$ cat config.mk
export PLATFORM = sky130hd
export DESIGN_NAME = bicubic_patch_interpolator
export DESIGN_NICKNAME = d
export VERILOG_FILES = /design/src/bcpi_pkg.sv /design/src/bcpi_ctrl.sv /design/src/bcpi_datapath.sv /design/src/bicubic_patch_interpolator.sv
export SDC_FILE = /design/constraint.sdc
export NUM_CORES = 2
export LEC_CHECK = 0
export ABC_CLOCK_PERIOD_IN_PS = 13600
export BUFFER_PORTS_ARGS = -buffer_cell sky130_fd_sc_hd__buf_2
export CORE_MARGIN = 2
export CORE_UTILIZATION = 24
export CTS_CLUSTER_SIZE = 12
export DETAILED_ROUTE_END_ITERATION = 8
export PLACE_DENSITY = 0.37
export SLEW_MARGIN = 10
export SYNTH_ARGS = -nofsm -noshare
export SYNTH_HDL_FRONTEND = slang
export SYNTH_SLANG_ARGS = --single-unit
$ cat constraint.sdc
create_clock -name clk -period 13.6 [get_ports clk]
set_clock_uncertainty 0.1 [all_clocks]
set_input_delay 1.36 -clock clk [delete_from_list [all_inputs] [get_ports clk]]
set_output_delay 1.36 -clock clk [all_outputs]
set_load 0.05 [all_outputs]
$ cat src/bcpi_pkg.sv
// bcpi_pkg: widths, request payload types, controller states and commands
// for the bicubic patch interpolator; depends on nothing else
package bcpi_pkg;

  localparam int SAMPLE_BITS = 16;
  localparam int FRAC_BITS   = 8;
  // column results carry eight guard bits over a sample
  localparam int COL_BITS    = SAMPLE_BITS + 8;
  // horner terms of a column-result cubic stay within these bits
  localparam int CALC_BITS   = COL_BITS + 6;
  // term times an unsigned fraction with a zero sign bit
  localparam int PROD_BITS   = CALC_BITS + FRAC_BITS + 1;

  typedef struct packed {
    logic signed [SAMPLE_BITS-1:0] sample_row0;
    logic signed [SAMPLE_BITS-1:0] sample_row1;
    logic signed [SAMPLE_BITS-1:0] sample_row2;
    logic signed [SAMPLE_BITS-1:0] sample_row3;
    logic [FRAC_BITS-1:0]          frac_v;
    logic [FRAC_BITS-1:0]          frac_u;
  } in_item_t;

  typedef struct packed {
    logic signed [SAMPLE_BITS-1:0] interp_value;
    logic                          saturated;
  } out_item_t;

  typedef enum logic [2:0] {
    ST_IDLE,
    ST_PREP,
    ST_MUL_A,
    ST_MUL_B,
    ST_MUL_C,
    ST_COL_DONE,
    ST_ROW_OUT
  } state_t;

  typedef struct packed {
    logic       load_in;
    logic       prep;
    logic       mul_a;
    logic       mul_b;
    logic       mul_c;
    logic       store_col;
    logic [1:0] store_idx;
    logic       load_row;
    logic       write_out;
  } dp_cmd_t;

endpackage

$ cat src/bcpi_ctrl.sv
// bcpi_ctrl: sequencer for the column and row cubic passes and the output
// request valid; depends on bcpi_pkg
module bcpi_ctrl (
  input  logic             clk,
  input  logic             rst,
  input  logic             in_valid,
  output logic             in_ready,
  output logic             out_valid,
  input  logic             out_ready,
  output bcpi_pkg::dp_cmd_t cmd
);
  import bcpi_pkg::*;

  state_t     state, state_next;
  logic [1:0] column_count, column_count_next;
  logic       row_pass, row_pass_next;
  logic       out_valid_next;
  logic       out_free;

  assign out_free = !out_valid || out_ready;

  // next state
  always_comb begin
    state_next        = state;
    column_count_next = column_count;
    row_pass_next     = row_pass;
    case (state)
      ST_IDLE: begin
        if (in_valid) state_next = ST_PREP;
      end
      ST_PREP:  state_next = ST_MUL_A;
      ST_MUL_A: state_next = ST_MUL_B;
      ST_MUL_B: state_next = ST_MUL_C;
      ST_MUL_C: state_next = row_pass ? ST_ROW_OUT : ST_COL_DONE;
      ST_COL_DONE: begin
        if (column_count == 2'd3) begin
          row_pass_next = 1'b1;
          state_next    = ST_PREP;
        end else begin
          column_count_next = column_count + 2'd1;
          state_next        = ST_IDLE;
        end
      end
      ST_ROW_OUT: begin
        if (out_free) begin
          row_pass_next     = 1'b0;
          column_count_next = 2'd0;
          state_next        = ST_IDLE;
        end
      end
      default: state_next = ST_IDLE;
    endcase
  end

  // datapath commands
  always_comb begin
    cmd           = '0;
    cmd.store_idx = column_count;
    in_ready      = (state == ST_IDLE);
    case (state)
      ST_IDLE:     cmd.load_in = in_valid;
      ST_PREP:     cmd.prep = 1'b1;
      ST_MUL_A:    cmd.mul_a = 1'b1;
      ST_MUL_B:    cmd.mul_b = 1'b1;
      ST_MUL_C:    cmd.mul_c = 1'b1;
      ST_COL_DONE: begin
        cmd.store_col = (column_count != 2'd3);
        cmd.load_row  = (column_count == 2'd3);
      end
      ST_ROW_OUT:  cmd.write_out = out_free;
      default:     cmd = '0;
    endcase
  end

  // output request valid
  always_comb begin
    out_valid_next = out_valid;
    if (out_valid && out_ready) out_valid_next = 1'b0;
    if (cmd.write_out) out_valid_next = 1'b1;
  end

  always_ff @(posedge clk) begin
    if (rst) begin
      state        <= ST_IDLE;
      column_count <= 2'd0;
      row_pass     <= 1'b0;
      out_valid    <= 1'b0;
    end else begin
      state        <= state_next;
      column_count <= column_count_next;
      row_pass     <= row_pass_next;
      out_valid    <= out_valid_next;
    end
  end

  // a result never overwrites one that is still waiting
  a_no_overwrite: assert property (@(posedge clk) disable iff (rst)
    cmd.write_out |-> (!out_valid || out_ready))
    else $error("result written over a pending output request");

  // the row pass only runs once four columns are held
  a_row_full: assert property (@(posedge clk) disable iff (rst)
    row_pass |-> (column_count == 2'd3))
    else $error("row pass started without four columns");

  // an accepted column starts its cubic on the next cycle
  a_accept_prep: assert property (@(posedge clk) disable iff (rst)
    (in_valid && in_ready) |=> (state == ST_PREP && !row_pass))
    else $error("accepted column did not start a column pass");

  // the row result goes out with the count cleared
  a_out_clears: assert property (@(posedge clk) disable iff (rst)
    cmd.write_out |=> (column_count == 2'd0 && out_valid))
    else $error("row result left column count set");

endmodule

$ cat src/bcpi_datapath.sv
// bcpi_datapath: operand registers, horner cubic on one shared multiplier,
// column result store and output register; depends on bcpi_pkg
module bcpi_datapath (
  input  logic                 clk,
  input  bcpi_pkg::in_item_t   in_item,
  input  bcpi_pkg::dp_cmd_t    cmd,
  output bcpi_pkg::out_item_t  out_item
);
  import bcpi_pkg::*;

  localparam logic signed [CALC_BITS-1:0] COL_MAX =
    {{(CALC_BITS-COL_BITS+1){1'b0}}, {(COL_BITS-1){1'b1}}};
  localparam logic signed [CALC_BITS-1:0] COL_MIN = ~COL_MAX;
  localparam logic signed [CALC_BITS-1:0] SMP_MAX =
    {{(CALC_BITS-SAMPLE_BITS+1){1'b0}}, {(SAMPLE_BITS-1){1'b1}}};
  localparam logic signed [CALC_BITS-1:0] SMP_MIN = ~SMP_MAX;
  localparam logic signed [PROD_BITS-1:0] HALF_F =
    PROD_BITS'(1) << (FRAC_BITS - 1);
  localparam logic signed [PROD_BITS-1:0] HALF_F2 =
    PROD_BITS'(1) << FRAC_BITS;

  logic signed [COL_BITS-1:0]  p [4];
  logic [FRAC_BITS-1:0]        f;
  logic [FRAC_BITS-1:0]        fu;
  logic signed [CALC_BITS-1:0] a, b, c, s, r;
  logic signed [COL_BITS-1:0]  column_results [3];

  logic signed [CALC_BITS-1:0] e0, e1, e2, e3, d12;
  logic signed [CALC_BITS-1:0] a_next, b_next, c_next;
  logic signed [CALC_BITS-1:0] mul_op;
  logic signed [FRAC_BITS:0]   f_s;
  logic signed [PROD_BITS-1:0] prod, rnd_f, rnd_f2;
  logic signed [COL_BITS-1:0]  col_clip;
  logic signed [SAMPLE_BITS-1:0] val_clip;
  logic                        val_hit;

  // cubic coefficients from the four operands
  always_comb begin
    e0      = CALC_BITS'(p[0]);
    e1      = CALC_BITS'(p[1]);
    e2      = CALC_BITS'(p[2]);
    e3      = CALC_BITS'(p[3]);
    d12     = e1 - e2;
    a_next  = (d12 <<< 1) + d12 + e3 - e0;
    b_next  = (e0 <<< 1) - (e1 <<< 2) - e1 + (e2 <<< 2) - e3;
    c_next  = e2 - e0;
  end

  // shared multiplier, round half up by fraction or twice the fraction
  always_comb begin
    mul_op = cmd.mul_a ? a : s;
    f_s    = $signed({1'b0, f});
    prod   = PROD_BITS'(mul_op) * PROD_BITS'(f_s);
    rnd_f  = (prod + HALF_F) >>> FRAC_BITS;
    rnd_f2 = (prod + HALF_F2) >>> (FRAC_BITS + 1);
  end

  // saturation of the column result and of the final value
  always_comb begin
    if (r > COL_MAX)      col_clip = COL_MAX[COL_BITS-1:0];
    else if (r < COL_MIN) col_clip = COL_MIN[COL_BITS-1:0];
    else                  col_clip = r[COL_BITS-1:0];
    val_hit = 1'b1;
    if (r > SMP_MAX)      val_clip = SMP_MAX[SAMPLE_BITS-1:0];
    else if (r < SMP_MIN) val_clip = SMP_MIN[SAMPLE_BITS-1:0];
    else begin
      val_clip = r[SAMPLE_BITS-1:0];
      val_hit  = 1'b0;
    end
  end

  // operand loading, horner steps and result registers
  always_ff @(posedge clk) begin
    if (cmd.load_in) begin
      p[0] <= COL_BITS'(in_item.sample_row0);
      p[1] <= COL_BITS'(in_item.sample_row1);
      p[2] <= COL_BITS'(in_item.sample_row2);
      p[3] <= COL_BITS'(in_item.sample_row3);
      f    <= in_item.frac_v;
      fu   <= in_item.frac_u;
    end
    if (cmd.load_row) begin
      p[0] <= column_results[0];
      p[1] <= column_results[1];
      p[2] <= column_results[2];
      p[3] <= col_clip;
      f    <= fu;
    end
    if (cmd.prep) begin
      a <= a_next;
      b <= b_next;
      c <= c_next;
    end
    if (cmd.mul_a) s <= b + CALC_BITS'(rnd_f);
    if (cmd.mul_b) s <= c + CALC_BITS'(rnd_f);
    if (cmd.mul_c) r <= CALC_BITS'(p[1]) + CALC_BITS'(rnd_f2);
    if (cmd.store_col) column_results[cmd.store_idx] <= col_clip;
    if (cmd.write_out) begin
      out_item.interp_value <= val_clip;
      out_item.saturated    <= val_hit;
    end
  end

endmodule

$ cat src/bicubic_patch_interpolator.sv
// bicubic_patch_interpolator: top level joining the sequencer and the
// datapath; depends on bcpi_pkg, bcpi_ctrl and bcpi_datapath
//
//   channel  | direction | handshake            | payload
//   in       | request in  | in_valid / in_ready  | in_item  (one patch column)
//   out      | request out | out_valid / out_ready| out_item (one per patch)
//
// no new column is accepted until the last one is through its cubic; the
// fourth column also runs the row cubic before the next ready. the single
// multiplier steps the three horner terms of each cubic in turn.
// reset clears the sequencer, the column count and the output valid.
// a waiting result holds the row pass in its last state until it is taken.
module bicubic_patch_interpolator (
  input  logic                clk,
  input  logic                rst,
  input  logic                in_valid,
  output logic                in_ready,
  input  bcpi_pkg::in_item_t  in_item,
  output logic                out_valid,
  input  logic                out_ready,
  output bcpi_pkg::out_item_t out_item
);
  import bcpi_pkg::*;

  dp_cmd_t cmd;

  bcpi_ctrl u_ctrl (
    .clk       (clk),
    .rst       (rst),
    .in_valid  (in_valid),
    .in_ready  (in_ready),
    .out_valid (out_valid),
    .out_ready (out_ready),
    .cmd       (cmd)
  );

  bcpi_datapath u_datapath (
    .clk      (clk),
    .in_item  (in_item),
    .cmd      (cmd),
    .out_item (out_item)
  );

endmodule
==> flow_summary.toml <==
[status]
status = "completed"

[yosys]
synth_top_flop_cell = "edfxtp_1"
syn_area_sq_mm = 0.0334
synthArstFlopShare = 0
syn_inst = 3385
synth-edff-count = 346
yosysUniqueCellTypes = 90
postSynthAreaPerCell_sq_um = 9.86
syn-num-nets = 4038
yosysWarnings = 0
synth-seq-area-share = 0.316
yosys_register_bits = 353

[clocking]
cts_hold_buf = 0
cts.path.max_buffers = 3
cts.sinks = 353
root_buffer = "clkbuf_16"
cts.repair.resized = 0
htreeDepth = 2
tritoncts = "yes"
postCtsSetupBuffers = 0
clk_latency_ns = 0.62
path_clk_slew_ns = 0.06
cts_buffers = 47

[grt]
grt_max_degree = 67
antenna_found_initial = 5
grt_pass1_vias = 24900
grt.overflow.total = 0
groute.usage.overall = 0.143
grt_pass1_wl_microns = 155000

[placement]
place_congestion = 0.832
dp_slack_ns = 2.33
io_buffers = 102
dpl.hpwl_microns = 81200

[timing]
drv_slew = 0
worst_pin_slew_ns = 1.13
max_freq_ghz = 0.0909
setup_tns_ns = 0
setup_slack_ns = 2.59
setup_violations = 0
period_needed_ns = 11.01
max-slew-margin-rel = 0.248
rsz0062_at_grt = "false"
fin_crit_sh = 0.809
hold_viol = 0

[floorplanning]
rows = 136
coreArea_sq_mm = 0.138
initial_utilization = 0.242
die_w_microns = 377
die_area_sq_mm = 0.142
die-height_microns = 377
design.portCount = 103

[detailed_routing]
initialDrtViolationCount = 1131
vias = 23400
antenna_left = 0
firstDrtPassIters = 5
routed_wl_microns = 100000
viasPerCell = 4.40
drcViolationCount = 0
routedWlPerCell_microns = 18.8

[worst_setup_path]
max_stage_delay_ns = 0.73
cp-end-kind = "flop"
path_max_fanout = 31
path_buf_inv = 4
worst_ep_arrival_time_ns = 11.28
start_kind = "flop"
critical_path_class = "reg2reg"
crit_family = "simple AND/OR/NAND/NOR gates"
crit_path_top_delay_cell = "nor2_1"
cpMostUsedCell = "fa_1"
worst_ep_required_time_ns = 13.87

[flow_run]
max-cap-violations = 0

[finish]
final_nets = 4137
drive_gt1_frac = 0.0838
area_growth_pct = 12.6

[worst_hold_path]
hold_path_class = "reg2reg"
-- sequential cells by signal, indices dropped and copies added (netlist names) --
name and count:
u_datapath.b 30, u_datapath.out_item 17, u_datapath.p 96, u_datapath.r 30, u_datapath.fu 8, u_datapath.f 8, u_ctrl.out_valid 1, u_datapath.c 25
u_ctrl.row_pass 1, u_ctrl.state 3, u_datapath.a 30, u_datapath.s 30, u_datapath.column_results 72, u_ctrl.column_count 2
-- kinds of logic after synthesis --
kind of cell,Yosys count,synth area share
AND/OR/NAND/NOR,1051,0.151
adder cells (fa/ha/maj),569,0.279
AO/OA/AOI/OAI,559,0.110
buffers and inverters,558,0.0631
flip-flops,353,0.316
XOR/XNOR,239,0.0632
multiplexers,56,0.0189
-- worst paths after layout --
| path | from | end | slack [ns] | cells after the start |
|---|---|---|---|---|
| worst min-delay path | u_datapath.column_results[1][1] | u_datapath.p[0][25] | 0.40 | 2 |
| worst max register to register | u_ctrl.state[0] | u_datapath.s[28] | 2.59 | 34 |
| worst min register to register | u_datapath.column_results[1][1] | u_datapath.p[0][25] | 0.40 | 2 |
| worst max-delay path | u_ctrl.state[0] | u_datapath.s[28] | 2.59 | 34 |
-- worst min-delay path, cell delays in order, from the launching register on --
cell and delay [ns]:
edfxtp_1 0.31, nand2_1 0.04, nand2_1 0.04
-- Yosys cell counts, types with 42 or more instances --
master      n  share of area
ha_1      278           0.10
xor2_1     72          0.019
o21ai_0   101          0.015
nand3_1    42         0.0063
edfxtp_1  346           0.31
a21oi_1   161          0.024
nand2b_1   46         0.0086
nor2_1    152          0.017
nand2_1   485          0.055
nor2b_1    44         0.0083
clkbuf_1   69         0.0078
and2_1    139          0.026
xnor2_1   165          0.043
inv_1     481          0.054
mux2_2     52          0.018
fa_1      291           0.17
a21o_1    115          0.026
-- layout by cell type, fill, tap and decap left out, types with 8 or more instances in the layout --
cell and instances:
a211oi_1 13, a21boi_0 21, a21o_1 115, a21oi_1 161
a31o_2 8, a31oi_1 21, and2_1 139, and3_1 15
and4_1 9, buf_2 102, buf_4 25, clkbuf_1 10
clkbuf_16 49, clkinv_1 9, edfxtp_1 346, fa_1 291
ha_1 278, inv_1 481, mux2_2 52, nand2_1 485
nand2b_1 46, nand3_1 41, nand4_1 11, nor2_1 149
nor2b_1 42, nor3_1 41, nor4_1 11, o211ai_1 11
o21a_1 21, o21ai_0 101, o21bai_1 17, or3_1 13
xnor2_1 165, xor2_1 72
-- per-layer routing --
| metal | track usage | part of all wire |
|---|---|---|
| met5 | 0 | 0 |
| met4 | 0.0285 | 0.018 |
| met3 | 0.0150 | 0.030 |
| met2 | 0.222 | 0.43 |
| met1 | 0.213 | 0.52 |
-- per-stage QoR --
stage	cells	hold slack, ns	area [sq um]	util
6_report	5316	0.399	37600	0.273
2_1_floorplan	3385	0.363	33400	-
3_3_place_gp	5229	0.389	36100	0.262
3_5_place_dp	5229	0.390	36100	0.262
4_1_cts	5315	0.400	37600	0.273
5_1_grt	5315	0.408	37600	0.273
-- cell type report --
cell class / count / area, sq um
Timing Repair Buffer: 127 / 698
Fill cell: 14600 / 100000
Sequential cell: 353 / 10500
Inverter: 481 / 1810
Multi-Input combinational cell: 2474 / 20800
Clock buffer: 59 / 1260
Antenna cell: 1 / 2.50
Tap cell: 1794 / 2240
Clock inverter: 27 / 235
Power is left out: the tool's default activity adds up to more than one toggle a clock period on the data nets, which glitch-free logic cannot reach.
